$ cat src/hdl/sdt_queue.sv
`timescale 1ns / 1ps
`default_nettype none
module sdt_queue #(
    parameter int WIDTH = 8
) (
    input  wire logic             i_clk,
    input  wire logic             i_rst_n,
    input  wire logic             i_push,
    input  wire logic [WIDTH-1:0] i_data,
    output logic                  o_ready,
    output logic                  o_valid,
    output logic      [WIDTH-1:0] o_data,
    input  wire logic             i_pop
);
    logic [WIDTH-1:0] r_slot [2];
    logic             r_wp;
    logic             r_rp;
    logic [1:0]       r_cnt;
    logic             w_push;
    logic             w_pop;

    assign o_ready = (r_cnt != 2'd2);
    assign o_valid = (r_cnt != 2'd0);
    assign o_data  = r_slot[r_rp];
    assign w_push  = i_push && o_ready;
    assign w_pop   = i_pop && o_valid;

    always_ff @(posedge i_clk) begin
        if (w_push) begin
            r_slot[r_wp] <= i_data;
        end
        if (!i_rst_n) begin
            r_wp  <= 1'b0;
            r_rp  <= 1'b0;
            r_cnt <= 2'd0;
        end else begin
            if (w_push) begin
                r_wp <= ~r_wp;
            end
            if (w_pop) begin
                r_rp <= ~r_rp;
            end
            if (w_push && !w_pop) begin
                r_cnt <= r_cnt + 2'd1;
            end else if (w_pop && !w_push) begin
                r_cnt <= r_cnt - 2'd1;
            end
        end
    end
endmodule
`default_nettype wire

$ cat config.mk
export PLATFORM = sky130hd
export DESIGN_NAME = sdt_queue
export DESIGN_NICKNAME = d
export VERILOG_FILES = /design/src/hdl/sdt_queue.sv
export SDC_FILE = /design/constraint.sdc
export NUM_CORES = 1
export LEC_CHECK = 0
export BUFFER_PORTS_ARGS = -buffer_cell sky130_fd_sc_hd__clkbuf_2
export CAP_MARGIN = 20
export CORE_AREA = 2 2 44 46
export CTS_CLUSTER_SIZE = 20
export DETAILED_ROUTE_END_ITERATION = 12
export DIE_AREA = 0 0 46 48
export GPL_TIMING_DRIVEN = 0
export PLACE_DENSITY_LB_ADDON = 0.15
export SLEW_MARGIN = 10
export SYNTH_ARGS = -nofsm -noshare
export SYNTH_HDL_FRONTEND = slang
export SYNTH_SLANG_ARGS = --single-unit
$ cat constraint.sdc
create_clock -name i_clk -period 1.95 [get_ports i_clk]
set_input_delay 0.0975 -clock i_clk [delete_from_list [all_inputs] [get_ports i_clk]]
set_output_delay 0.0975 -clock i_clk [all_outputs]
set_load 0.01 [all_outputs]
==> impl_metrics.yaml <==
hold_path:
  min_path_type: "in2reg"
power:
  cellInternalPower_mw: 0.845
  power_mw: 1.20
  power_density_nw_per_um2: 1150
  p_leak_nw: 0.434
  swShare_pct: 29.5
  irDropWorstVdd_mv: 0.632
  p_seq_share_pct: 50.6
  power_frac_clock_pct: 16.6
  p_switching_mw: 0.354
  power_frac_comb_pct: 32.8
floorplanning:
  pin_count: 22
  fp.dieH_um: 48
  rows: 15
  dieWidth_um: 46
  start_util_pct: 47.9
  coreArea_um2: 1690
  die_area_um2: 2210
yosys:
  synthTopCellsByArea: "edfxtp_1, dfxtp_1, mux2_2, xor2_1, nand2b_4"
  synth_area_um2: 810
  yosysUniqueCellTypes: 17
  ys_ff_latch: 21
  netlist.area_leader.share_pct: 59.4
  syn_nets: 63
  avgSynthCellArea_um2: 16.2
  synth_top_cell_by_area: "edfxtp_1"
  ys_warn_count: 0
  ys_seq_area_share_pct: 71.7
  syn-instance-count: 50
timing:
  relSlewSlack_pct: 72.1
  finalCritPeriodShare_pct: 81.5
  final.setup.worst_slack_ns: 0.361
  drv_slew: 0
  clock_skew_ns: 0.00415
  hold_viol: 0
  final.setup.tns_ns: 0
  whs_ns: 0.0803
  period_minus_slack_ns: 1.59
  tightest_slew_ns: 0.418
  fmax_mhz: 629
  grt_setup_unrepaired: "false"
  setup_viol: 0
finish:
  multi_input_area_um2: 216
  instances_no_fill: 100
  antenna_cells: 0
  fin_area_um2: 1040
  fin_nets: 97
  drive_above_1_share_pct: 44.6
  final_cell_mix: "clkbuf_2, edfxtp_1, mux2_2, dlygate4sd3_1, dfxtp_1"
  nFillCells: 140
  utilization_pct: 61.8
  mostFrequentLayoutCell: "clkbuf_2"
  seqCellArea_um2: 581
  syn_to_final_growth_pct: 28.9
worst_setup_path:
  critPathMaxFanout: 5
  cp.required_ns: 2.19
  critPathKind: "reg2reg"
  crit_path_start_kind: "flip-flop"
  worst_setup_path_end_kind: "flip-flop"
  crit_arrival_ns: 1.83
job:
  maxCapViolCount: 0
detailed_routing:
  routed_wl_mm: 1.17
  wl_per_cell_um: 11.7
  ant_nets: 0
  via_count: 478
  drc_errors: 0
  drt-initial-drc-count: 11
  vias_per_cell: 4.78
  drtPass1Iterations: 3
cts:
  numCtsBuffers: 3
  post_cts_resized: 0
  cts_buffer_depth: 2
  path_clk_slew_ns: 0.11
  cts-root-buf: "clkbuf_4"
  cts_setup_buffers: 0
  htreeDepth: 1
  cts_tree: "built"
  clock_latency_ns: 0.29
  cts_sinks: 21
global_routing:
  antenna_found_initial: 0
  grt_start_max_net_pins: 13
  grt_overflow: 0
  grt_usage_pct: 11.6
  grt_pass1_wl_mm: 1.69
  grt_pass1_vias: 411
placed_design:
  port_buffers: 21
  gp_congestion: 0.723
  dpl.hpwl_um: 817
  place_area_um2: 936
  dp.cells: 88
  pre_cts_slack_ns: 0.372
outcome:
  outcome: "completed"
cells by family after synthesis:
kind of cell / synth area share, %
muxes: 11.1
adders and majority gates: 1.55
and+or+nand+nor: 7.11
buffers and inverters: 1.55
DFF: 71.7
xor gates and xnor gates: 3.25
AOI/OAI and AO/OA: 3.71
power groups by stage:
stage | Combinational, mW | Sequential (mW) | Clock [mW]
after floorplan | 0.272 | 0.608 | 0
after global placement | 0.380 | 0.614 | 0
after detailed placement | 0.386 | 0.617 | 0
after CTS | 0.400 | 0.607 | 0.208
after global routing | 0.437 | 0.615 | 0.221
final | 0.393 | 0.607 | 0.199
metal layers:
| metal | up-vias | GRT usage, % | part of all wire (%) |
|---|---|---|---|
| met5 | - | 0 | 0 |
| met4 | 0 | 5.14 | 0 |
| met3 | 0 | 3.40 | 3.5 |
| met2 | 12 | 17.8 | 51 |
| met1 | 218 | 15.3 | 46 |
| li1 | 248 | - | - |
timing repair:
action | 4_1_cts | 5_1_grt
hold endpoints to repair | 16 | 0
hold buffers | 8 | 0
setup endpoints to repair | 0 | 0
critical path, stage by stage (launching register included):
cell and delay, ns:
dfxtp_1 0.37, nand2b_4 0.17, and2_1 0.16, ha_1 0.33, or3_1 0.37, a21oi_1 0.14
sequential cells by signal, summed over array words and instances, names as in the netlist, named ones only:
signal  flops
r_slot     16
r_cnt       2
r_rp        1
r_wp        1
synth_stat cells:
master    number
edfxtp_1      16
mux2_2         8
dfxtp_1        5
nor2_1         3
xor2_1         3
a21oi_1        2
inv_1          2
o21ai_0        2
a21bo_2        1
and2_1         1
and3_1         1
buf_2          1
ha_1           1
nand2b_4       1
nand3b_1       1
or2_2          1
or3_1          1
final timing paths:
kind | from | endpoint | slack [ns] | cells after the start
max | r_cnt[0] | r_cnt[1] | 0.36 | 5
min | i_rst_n | r_cnt[0] | 0.08 | 3
max reg2reg | r_cnt[0] | r_cnt[1] | 0.36 | 5
min reg2reg | r_rp | r_rp | 0.53 | 2
cell type report:
cell class                 instances  area share (%)
multi-input combinational         26            20.7
buffer                             1           0.480
timing repair buffer              29            17.7
clock buffer                       3            2.16
clock inverter                     1           0.480
sequential                        21            55.6
tap                               17            2.04
inverter                           2           0.719
Note: power is estimated with default switching activity, not from simulation.
