**config.mk**
```make
export PLATFORM = sky130hd
export DESIGN_NAME = sdt_front
export DESIGN_NICKNAME = d
export VERILOG_FILES = /design/src/hdl/sdt_pkg.sv /design/src/hdl/sdt_front.sv
export SDC_FILE = /design/constraint.sdc
export NUM_CORES = 1
export LEC_CHECK = 0
export BUFFER_PORTS_ARGS = -buffer_cell sky130_fd_sc_hd__buf_2
export CORE_MARGIN = 2
export CORE_UTILIZATION = 44
export DETAILED_ROUTE_END_ITERATION = 8
export PLACE_DENSITY = 0.91
export SYNTH_ARGS = -nofsm -noshare
export SYNTH_HDL_FRONTEND = slang
export SYNTH_SLANG_ARGS = --single-unit
```
**constraint.sdc**
```tcl
create_clock -name i_clk -period 5.2 [get_ports i_clk]
set_input_delay 0 -clock i_clk [delete_from_list [all_inputs] [get_ports i_clk]]
set_output_delay 0 -clock i_clk [all_outputs]
set_load 0.02 [all_outputs]
```
**src/hdl/sdt_pkg.sv**
```systemverilog
`timescale 1ns / 1ps
`default_nettype none
package sdt_pkg;
    localparam int LEN_W       = 7;
    localparam int SCALE_W     = 32;
    localparam int SQD_W       = 49;
    localparam int OUT_TDATA_W = 56;
    localparam int CFG_IDX_W   = 2;

    typedef logic [CFG_IDX_W-1:0] t_cfg_idx;

    localparam t_cfg_idx CFG_LENGTH = 2'd0;
    localparam t_cfg_idx CFG_SCALE  = 2'd1;

    localparam logic [LEN_W-1:0]   LEN_RESET   = 7'd64;
    localparam logic [SCALE_W-1:0] SCALE_RESET = 32'd16777216;
    localparam logic [SQD_W-1:0]   SQD_MAX     = {SQD_W{1'b1}};
endpackage
`default_nettype wire

```
**src/hdl/sdt_front.sv**
```systemverilog
`timescale 1ns / 1ps
`default_nettype none
module sdt_front #(
    parameter int MAX_LENGTH = 64,
    parameter int COST_BITS  = 24
) (
    input  wire logic                               i_clk,
    input  wire logic                               i_rst_n,
    input  wire logic                               i_valid,
    output logic                                    o_ready,
    input  wire logic [COST_BITS-1:0]               i_cost,
    input  wire logic [sdt_pkg::LEN_W-1:0]          i_length,
    input  wire logic                               i_clear,
    output logic                                    o_push,
    output logic [COST_BITS+$clog2(MAX_LENGTH):0]   o_item,
    input  wire logic                               i_queue_ready
);
    import sdt_pkg::*;

    localparam int IW = $clog2(MAX_LENGTH);
    localparam int CW = $clog2(MAX_LENGTH + 1);
    localparam int EW = (CW > LEN_W) ? CW : LEN_W;

    logic [CW-1:0] r_cnt;
    logic [EW-1:0] w_len_e;
    logic [EW-1:0] w_n_e;
    logic [CW-1:0] w_n;
    logic [IW-1:0] w_q;
    logic [CW-1:0] w_q_next;
    logic          w_last;

    assign w_len_e  = EW'(i_length);
    assign w_n_e    = (w_len_e == '0) ? EW'(1) :
                      (w_len_e > EW'(MAX_LENGTH)) ? EW'(MAX_LENGTH) : w_len_e;
    assign w_n      = CW'(w_n_e);
    assign w_q      = (r_cnt >= w_n) ? '0 : r_cnt[IW-1:0];
    assign w_q_next = CW'(w_q) + CW'(1);
    assign w_last   = (w_q_next == w_n);

    assign o_ready = i_queue_ready;
    assign o_push  = i_valid && i_queue_ready;
    assign o_item  = {w_last, w_q, i_cost};

    always_ff @(posedge i_clk) begin
        if (!i_rst_n) begin
            r_cnt <= '0;
        end else if (i_clear) begin
            r_cnt <= '0;
        end else if (o_push) begin
            r_cnt <= w_last ? '0 : w_q_next;
        end
    end
endmodule
`default_nettype wire

```
==> results of run 1 <==
[area by class of cell]
type | count | area, µm²
clock buffers | 4 | 26.3
well taps | 27 | 33.8
repair buffers | 20 | 100
fillers | 200 | 1100
multi-input cells | 86 | 596
flip-flops and latches | 7 | 140
inverters | 6 | 22.5
[worst paths after layout]
| check | to | slack (ns) | cells after the start |
|---|---|---|---|
| setup / recovery | o_item[30] | 1.11 | 13 |
| hold / removal | o_item[2] | 0.000009 | 0 |
| setup reg to reg | r_cnt[4]$_SDFFE_PP0P_ | 1.19 | 14 |
| hold reg to reg | r_cnt[6]$_SDFFE_PP0P_ | 0.49 | 2 |
[placed cells by master, fill, tap and decap left out, drive strengths merged, types with 2 or more instances in the layout]
master  netlist  layout
buf          27      20
nand2        15      15
ha            8       8
nor2          7       7
dfxtp         7       7
inv           6       6
nand3         6       6
o21ai         5       5
and2          4       4
xor2          4       4
and3          4       4
clkbuf        0       4
nor3          3       3
nand2b        3       3
a21oi         3       3
nand4         2       2
xnor2         2       2
or2           2       2
a311oi        2       2
[worst max-delay path, cell delays in order (launching register included)]
cell	delay (ns)
dfxtp_1	0.41
ha_1	0.29
a21o_1	0.18
a221o_1	0.34
a41oi_2	0.40
and2_1	0.21
ha_1	0.30
nand3_1	0.18
xnor2_1	0.18
nand2_1	0.09
or4b_4	0.46
a311oi_2	0.30
and3_1	0.29
buf_2	0.20
[metrics by stage]
stage / util / hold WS (ns) / std cells / power (mW)
finish: 0.454 / 0.00000881 / 150 / 0.135
global route: 0.454 / 0.0000322 / 150 / 0.146
CTS: 0.454 / 0.000137 / 150 / 0.137
detailed placement: 0.441 / 0.000137 / 146 / 0.0869
global placement: 0.441 / 0.000137 / 146 / 0.0857
floorplan: - / 0.113 / 126 / 0.104
[metal layers]
| layer | track usage | up-vias | part of all wire |
|---|---|---|---|
| li1 | - | 419 | - |
| met1 | 0.182 | 420 | 0.41 |
| met2 | 0.318 | 35 | 0.52 |
| met3 | 0.0614 | 6 | 0.060 |
| met4 | 0.0541 | 0 | 0.0072 |
| met5 | 0 | - | 0 |
[power by group through the flow]
stage | sequential, mW | combinational, mW | clock [mW]
floorplan | 0.0555 | 0.0486 | 0
detailed placement | 0.0557 | 0.0312 | 0
global route | 0.0545 | 0.0356 | 0.0562
finish | 0.0546 | 0.0316 | 0.0489
global placement | 0.0556 | 0.0301 | 0
CTS | 0.0546 | 0.0314 | 0.0508
[logic make-up after synthesis]
kind of cell / after synthesis / share of synthesized area
xor+xnor: 6 / 0.0545
flops: 7 / 0.145
simple gates: 49 / 0.262
compound gates: 23 / 0.197
fa+ha+maj: 8 / 0.104
buf+inv: 33 / 0.237
==> metrics, run 1 <==
Placed Area=between 800 and 900 µm²; row cnt=16; RSZ-0062 raised after global routing=false; port bufs=20; P_int=roughly 0.096 mW; Skew-Pair Late Insertion Delay=0.25 ns; final worst setup slack=approximately 1.1 ns; clock tree sinks=7; synth top area cells=buf_4, dfxtp_1, ha_1; HP Start=i_cost[2]; register area share after synthesis=0.145; Final ANT Viol Nets=0; Sequential Power Share=0.404; sw power=0.0393 mW; Fmax=about 240 MHz; Setup crit start kind=register; DP Worst Slack=~1.2 ns; DR WL/cell=approximately 14 µm; CP max FO=10; ys async rst share=0; Mean Syn Cell Area=between 7 and 8 µm²; H-tree levels=1; HPWL Detailed=roughly 1700 µm; die height=slightly above 50 µm; Clk pwr share=0.362; Slew Limit Fails=0; most common cell in the netlist=buf_4; worst slew margin relative to its limit=0.667; post-synth top area cell=buf_4; TritonCTS buffer count=3; Initial Util=0.477; final hold violations=0; I/O pin cnt=between 60 and 70; DRC=0; vias per cell=~5.9; unique cell type count in the Yosys netlist=37; initial antenna violation count=0; largest net degree at the start of global routing=11; Die ar.=~0.0026 mm²; setup bufs post-CTS=0; synthesized cell area=just under 0.001 mm²; Largest regs=r_cnt x7; Largest register FFs=7; sum of negative setup slack=0 ns; post-route cell area=around 900 µm²; final WL=around 2100 µm; clock-pin slew on the worst setup and hold paths=0.05 ns; worst r2r src=r_cnt[4]$_SDFFE_PP0P_; Crit. Startpoint=r_cnt[4]$_SDFFE_PP0P_; pwr dens=around 150 mW/mm²; vias after detailed routing=roughly 900; Top reg by flops=r_cnt; Sw Share=0.291; ANT cells=0; global route total overflow=0; Yosys Warn Count=0; Tot GR Track Use=0.173; Synth Flop Type=dfxtp_1; cts repair resizes=0; critical path type=reg -> out; initial drt markers=21; vias in the first global route=between 800 and 900; Die Wd=about 50 µm; core area=0.00202 mm²; syn nets=170; Setup Skew=0.00620 ns; minimum clock period after layout=4.09 ns; Synth Instances=between 100 and 150; CP endpoint kind=output port; share of layout cells above drive strength 1=0.260; nets@finish=168; Yosys top cell area share=0.202; Hold Buf Count CTS=0; Max Buffers Root-to-Sink=2; FF+latch count, synth=7; Worst IR Drop VDD=around 0.11 mV; top cells by count, synth=buf_4, nand2_1, ha_1; first-pass GRT wire length=~3500 µm; crit path DAT=between 4 and 5 ns; Max Cap Viol=0; Clock Tree Root=clkbuf_4; worst path required time=roughly 5.2 ns; drt pass-1 iters=4; status=finished, final reports clean; combinational power share=0.234; number of synthesized flops with an enable pin=0; Layout area overhead=-4.80%; final cycle utilization of the critical path=0.786; final setup fails=0; cell leakage power=approximately 0.45 nW; CTS tree=built; Tightest Pin Transition=0.493 ns; HP Class=in -> out; placer congestion estimate=around 0.83
No activity file was read; power rests on OpenSTA's default activity.
==> run 2: changes to the inputs <==
--- a/config.mk
+++ b/config.mk
@@ -7,9 +7,9 @@
 export LEC_CHECK = 0
 export BUFFER_PORTS_ARGS = -buffer_cell sky130_fd_sc_hd__buf_2
 export CORE_MARGIN = 2
-export CORE_UTILIZATION = 44
+export CORE_UTILIZATION = 37
 export DETAILED_ROUTE_END_ITERATION = 8
-export PLACE_DENSITY = 0.91
+export PLACE_DENSITY = 0.82
 export SYNTH_ARGS = -nofsm -noshare
 export SYNTH_HDL_FRONTEND = slang
 export SYNTH_SLANG_ARGS = --single-unit
==> constraint.sdc (replaced) <==
create_clock -name i_clk -period 3.7 [get_ports i_clk]
set_input_delay 0 -clock i_clk [delete_from_list [all_inputs] [get_ports i_clk]]
set_output_delay 0 -clock i_clk [all_outputs]
set_load 0.02 [all_outputs]
==> run 2 against run 1 <==
  * Sequential share of layout area down 1.4 points
  * Clock power grew 43%
  * Die area up 17%
  * Sequential power rose by 40%
  * Flip-flop and latch count unchanged
  * Worst hold slack unchanged
  * First-iteration DRC count rose by 9.5%
  * Register-to-register slack got worse by 0.98 ns
  * Utilization decreased by 4.0 points
  * Clock skew barely moved
  * Critical path type unchanged
==> metrics, run 2 (synthesis gave the netlist of run 1 again) <==
status=finished, final reports clean; post-route cell area=roughly 0.0010 mm²; vias in the first global route=approximately 820; ANT cells=0; DR WL/cell=14.0 µm; worst path required time=between 3 and 4 ns; P_int=~0.14 mW; first-pass GRT wire length=about 3500 µm; Slew Limit Fails=0; Placed Cells=approximately 160; critical path type=reg -> out; depth of the most critical reg-to-reg path=14; combinational power share=0.268; Sw Share=0.298; CP endpoint kind=output port; placer congestion estimate=between 0.9 and 1; clock-pin slew on the worst setup and hold paths=approximately 0.05 ns; Layout area overhead=6.49%; register area=between 100 and 150 µm²; Layout Cells excl Fill=162; commonest non-fill, non-tap cell in the layout=buf_2; minimum clock period after layout=around 3.5 ns; final cycle utilization of the critical path=0.956; die height=55.1 µm; CP cell instances=ha_1, a21o_1, a221o_1, a41o_2, nor2_4, ha_2, nand3_2, xnor2_1, nand2_1, or4b_4, a311oi_2, and3_4, buf_4; hold_ws=about 0.0000088 ns; multi-input logic area=approximately 630 µm²; HP Class=in -> out; final setup fails=0; Die ar.=roughly 0.0030 mm²; Hold Path Stages=0; Clock Tree Root=clkbuf_4; Tightest Pin Transition=around 0.62 ns; initial drt markers=23; CP max stage delay=around 0.46 ns; DRC=0; DP Worst Slack=between 0.02 and 0.03 ns; TritonCTS buffer count=3; worst slew margin relative to its limit=0.580; final worst setup slack=0.163 ns; pwr dens=194 mW/mm²; H-tree levels=1; Sequential Power Share=0.382; Top reg by flops=r_cnt; vias after detailed routing=879; vias per cell=5.43; Fmax=283 MHz; crit path DAT=3.54 ns; row cnt=18; FILL cells=249; Tot GR Track Use=0.166; largest net degree at the start of global routing=10; cell leakage power=approximately 0.5 nW; CP max FO=5; initial antenna violation count=0; Setup Skew=around 0.0058 ns; global route total overflow=0; Util after Layout=0.415; Initial Util=0.389; HPWL Detailed=roughly 1900 µm; core area=between 0.002 and 0.0025 mm²; critical path's slowest cell=or4b_4; setup bufs post-CTS=0; Clk pwr share=0.350; port bufs=20; most frequent cells in the layout=buf_2, nand2_1, buf_4, ha_1; CTS tree=built; Hold Buf Count CTS=0; drt pass-1 iters=4; Max Buffers Root-to-Sink=2; Placed Area=around 980 µm²; I/O pin cnt=69; Setup crit start kind=register; final hold violations=0; Skew-Pair Late Insertion Delay=about 0.25 ns; sw power=between 0.05 and 0.06 mW; Worst IR Drop VDD=approximately 0.14 mV; Largest regs=r_cnt x7; total stage count of the critical path=13; Largest register FFs=7; nets@finish=177; critical path's top delay family=compound AO/OA/AOI/OAI gates; Die Wd=55.1 µm; Final ANT Viol Nets=0; final WL=about 2300 µm; share of layout cells above drive strength 1=0.364; Buf/Inv on CP=1; Max Cap Viol=0; clock tree sinks=7
## run 2: path summary, 6_finish.rpt
check | from | end | slack, ns
min | i_cost[6] | o_item[6] | 0.000009
max | r_cnt[4]$_SDFFE_PP0P_ | o_item[30] | 0.16
max reg2reg | r_cnt[4]$_SDFFE_PP0P_ | r_cnt[5]$_SDFFE_PP0P_ | 0.21
min reg2reg | r_cnt[6]$_SDFFE_PP0P_ | r_cnt[6]$_SDFFE_PP0P_ | 0.47
## run 2: final cells by class
class | instances | area share
Inverter | 6 | 0.0219
Sequential cell | 7 | 0.139
Timing Repair Buffer | 29 | 0.166
Clock buffer | 4 | 0.0256
Tap cell | 30 | 0.0365
Multi-Input combinational cell | 86 | 0.611
## run 2: repair_timing
item                       in CTS  in global routing
gates resized for setup         1                  6
gates cloned                    0                  0
setup endpoints to repair       1                  7
pin swaps                       0                  2
## run 2: power groups by stage
| stage | Clock, mW | Sequential [mW] | Combinational [mW] |
|---|---|---|---|
| 2_1_floorplan | 0 | 0.0779 | 0.0707 |
| 3_3_place_gp | 0 | 0.0778 | 0.0501 |
| 3_5_place_dp | 0 | 0.0778 | 0.0520 |
| 4_1_cts | 0.0732 | 0.0762 | 0.0523 |
| 5_1_grt | 0.0801 | 0.0761 | 0.0583 |
| 6_report | 0.0698 | 0.0762 | 0.0535 |
## run 2: per-layer routing
layer,share of wire,GRT usage,up-vias
li1,-,-,432
met1,0.38,0.162,412
met2,0.53,0.302,29
met3,0.077,0.0753,6
met4,0.016,0.0691,0
met5,0,0,-
## run 2: stage by stage
| stage | setup TNS [ns] | power [mW] |
|---|---|---|
| floorplan | 0 | 0.149 |
| global placement | 0 | 0.128 |
| detailed placement | 0 | 0.130 |
| CTS | 0 | 0.202 |
| global route | -0.0118 | 0.215 |
| finish | 0 | 0.200 |
==> run 3: changes to the inputs <==
--- a/config.mk
+++ b/config.mk
@@ -7,9 +7,9 @@
 export LEC_CHECK = 0
 export BUFFER_PORTS_ARGS = -buffer_cell sky130_fd_sc_hd__buf_2
 export CORE_MARGIN = 2
-export CORE_UTILIZATION = 37
+export CORE_UTILIZATION = 23
 export DETAILED_ROUTE_END_ITERATION = 8
-export PLACE_DENSITY = 0.82
+export PLACE_DENSITY = 0.57
 export SYNTH_ARGS = -nofsm -noshare
 export SYNTH_HDL_FRONTEND = slang
 export SYNTH_SLANG_ARGS = --single-unit
==> run 3 against run 2 <==
  * Via count fell by 1.6%
  * Final area is 5.7% higher
  * Fmax rose by 0.68%
  * Die area is 56% higher
  * Global-route usage down 6.5 points
  * Critical path depth unchanged
  * Worst setup slack improved by 0.024 ns
  * Worst hold slack did not move
  * First-iteration DRC count grew to 3.3 times the previous value
  * Critical path type unchanged
==> metrics, run 3 (synthesis gave the netlist of run 1 again) <==
Clk pwr share=0.456; Sequential Power Share=0.317; Slew Limit Fails=0; met3 wire length=193 µm; row cnt=23; P_int=approximately 0.17 mW; ANT cells=0; critical path type=reg -> out; commonest non-fill, non-tap cell in the layout=buf_2; Max Cap Viol=0; vias in the first global route=around 800; die height=68.8 µm; DP Worst Slack=~0.00081 ns; final cycle utilization of the critical path=0.950; Placed Cells=roughly 180; initial antenna violation count=0; DRC=0; cell leakage power=between 0.5 and 0.6 nW; first-pass GRT wire length=approximately 3600 µm; vias after detailed routing=approximately 870; Tightest Pin Transition=0.528 ns; Top Metal Used=met4; CP endpoint kind=output port; global route total overflow=0; RSZ-0062 raised after global routing=false; TritonCTS buffer count=3; Fmax=around 280 MHz; HP Class=in -> out; Die ar.=around 0.0047 mm²; crit path DAT=3.51 ns; vias per cell=4.68; I/O pin cnt=69; Setup Skew=0.00555 ns; clock tree sinks=7; Layout Cells excl Fill=between 150 and 200; DR WL/cell=approximately 12 µm; placer congestion estimate=0.880; Top reg by flops=r_cnt; H-tree levels=1; setup bufs post-CTS=0; HPWL Detailed=around 1900 µm; Skew-Pair Late Insertion Delay=0.23 ns; combinational power share=0.226; share of layout cells above drive strength 1=0.356; port bufs=20; Tot GR Track Use=0.101; Die Wd=slightly below 70 µm; CP max FO=5; Largest register FFs=7; sw power=between 0.06 and 0.07 mW; most frequent cells in the layout=buf_2, nand2_1, buf_4, ha_1, dfxtp_1; met2 WL=around 1100 µm; Layout area overhead=12.6%; Sw Share=0.274; final WL=around 2300 µm; CTS tree=built; Crit path top cell by count=ha_1; final hold violations=0; Initial Util=0.239; status=finished, final reports clean; CP max stage delay=~0.45 ns; met1 WL=between 900 and 1000 µm; Buf/Inv on CP=1; nets@finish=between 150 and 200; critical path's top delay family=compound AO/OA/AOI/OAI gates; Setup crit start kind=register; clock-pin slew on the worst setup and hold paths=0.04 ns; initial drt markers=76; critical path's slowest cell=or4b_4; final worst setup slack=0.187 ns; final setup fails=0; worst slew margin relative to its limit=0.644; Largest regs=r_cnt x7; drt pass-1 iters=4; core area=0.00403 mm²; Final ANT Viol Nets=0; Max Buffers Root-to-Sink=2; worst path required time=between 3 and 4 ns; pwr dens=between 200 and 250 mW/mm²; Worst IR Drop VDD=roughly 0.076 mV; CP cell instances=ha_1, a21o_1, a221o_1, a41o_2, nor2_4, ha_1, nand3_2, xnor2_1, nand2_1, or4b_4, a311oi_2, and3_4, buf_2; largest net degree at the start of global routing=10; minimum clock period after layout=~3.5 ns; Clock Tree Root=clkbuf_8; sum of negative setup slack=0 ns
==> run 3: worst reg2reg max path, cell delays in order (launching register included) <==
cell and delay [ns]:
dfxtp_1 0.32, ha_1 0.31, a21o_1 0.16, a221o_1 0.36, a41o_2 0.28, nor2_4 0.12, ha_1 0.22, nand3_2 0.12
xnor2_1 0.16, nand2_1 0.09, or4b_4 0.45, a311oi_2 0.28, and3_4 0.25, or3_4 0.16, o211ai_2 0.08
==> run 3: stage by stage <==
stage	utilization	power [mW]	instance area (µm²)	hold WS (ns)
after floorplan	-	0.149	985	0.113
after global placement	0.256	0.131	1030	0.000137
after detailed placement	0.256	0.132	1030	0.000137
after CTS	0.267	0.243	1080	0.000137
after global routing	0.270	0.254	1090	0.0000292
final	0.270	0.241	1090	0.00000881
==> run 3: routing by layer <==
layer	track usage	up-vias
li1	-	437
met1	0.114	403
met2	0.178	23
met3	0.0406	2
met4	0.0245	0
met5	0	-
==> run 3: final cells by class <==
class / count / area, µm²
Fill cell: 454 / 2940
Multi-Input combinational cell: 86 / 626
Timing Repair Buffer: 32 / 190
Sequential cell: 7 / 140
Tap cell: 50 / 62.6
Clock buffer: 4 / 45.0
Inverter: 6 / 22.5
==> run 3: path summary, 6_finish.rpt <==
kind | start | to | slack [ns] | cells past startpoint
max | r_cnt[4]$_SDFFE_PP0P_ | o_item[30] | 0.19 | 13
min | i_cost[12] | o_item[12] | 0.000009 | 0
max reg2reg | r_cnt[4]$_SDFFE_PP0P_ | r_cnt[5]$_SDFFE_PP0P_ | 0.23 | 14
min reg2reg | r_cnt[6]$_SDFFE_PP0P_ | r_cnt[6]$_SDFFE_PP0P_ | 0.47 | 2
==> run 3: timing repair <==
| item | CTS | global route |
|---|---|---|
| hold buffers | 0 | 0 |
| resized for setup | 0 | 3 |
| setup endpoints to repair | 0 | 7 |
==> run 3: power groups by stage <==
stage / clock network, mW / logic, mW / registers [mW]
6_report: 0.110 / 0.0545 / 0.0765
3_3_place_gp: 0 / 0.0537 / 0.0778
3_5_place_dp: 0 / 0.0537 / 0.0778
5_1_grt: 0.117 / 0.0599 / 0.0765
4_1_cts: 0.113 / 0.0541 / 0.0765
2_1_floorplan: 0 / 0.0707 / 0.0779
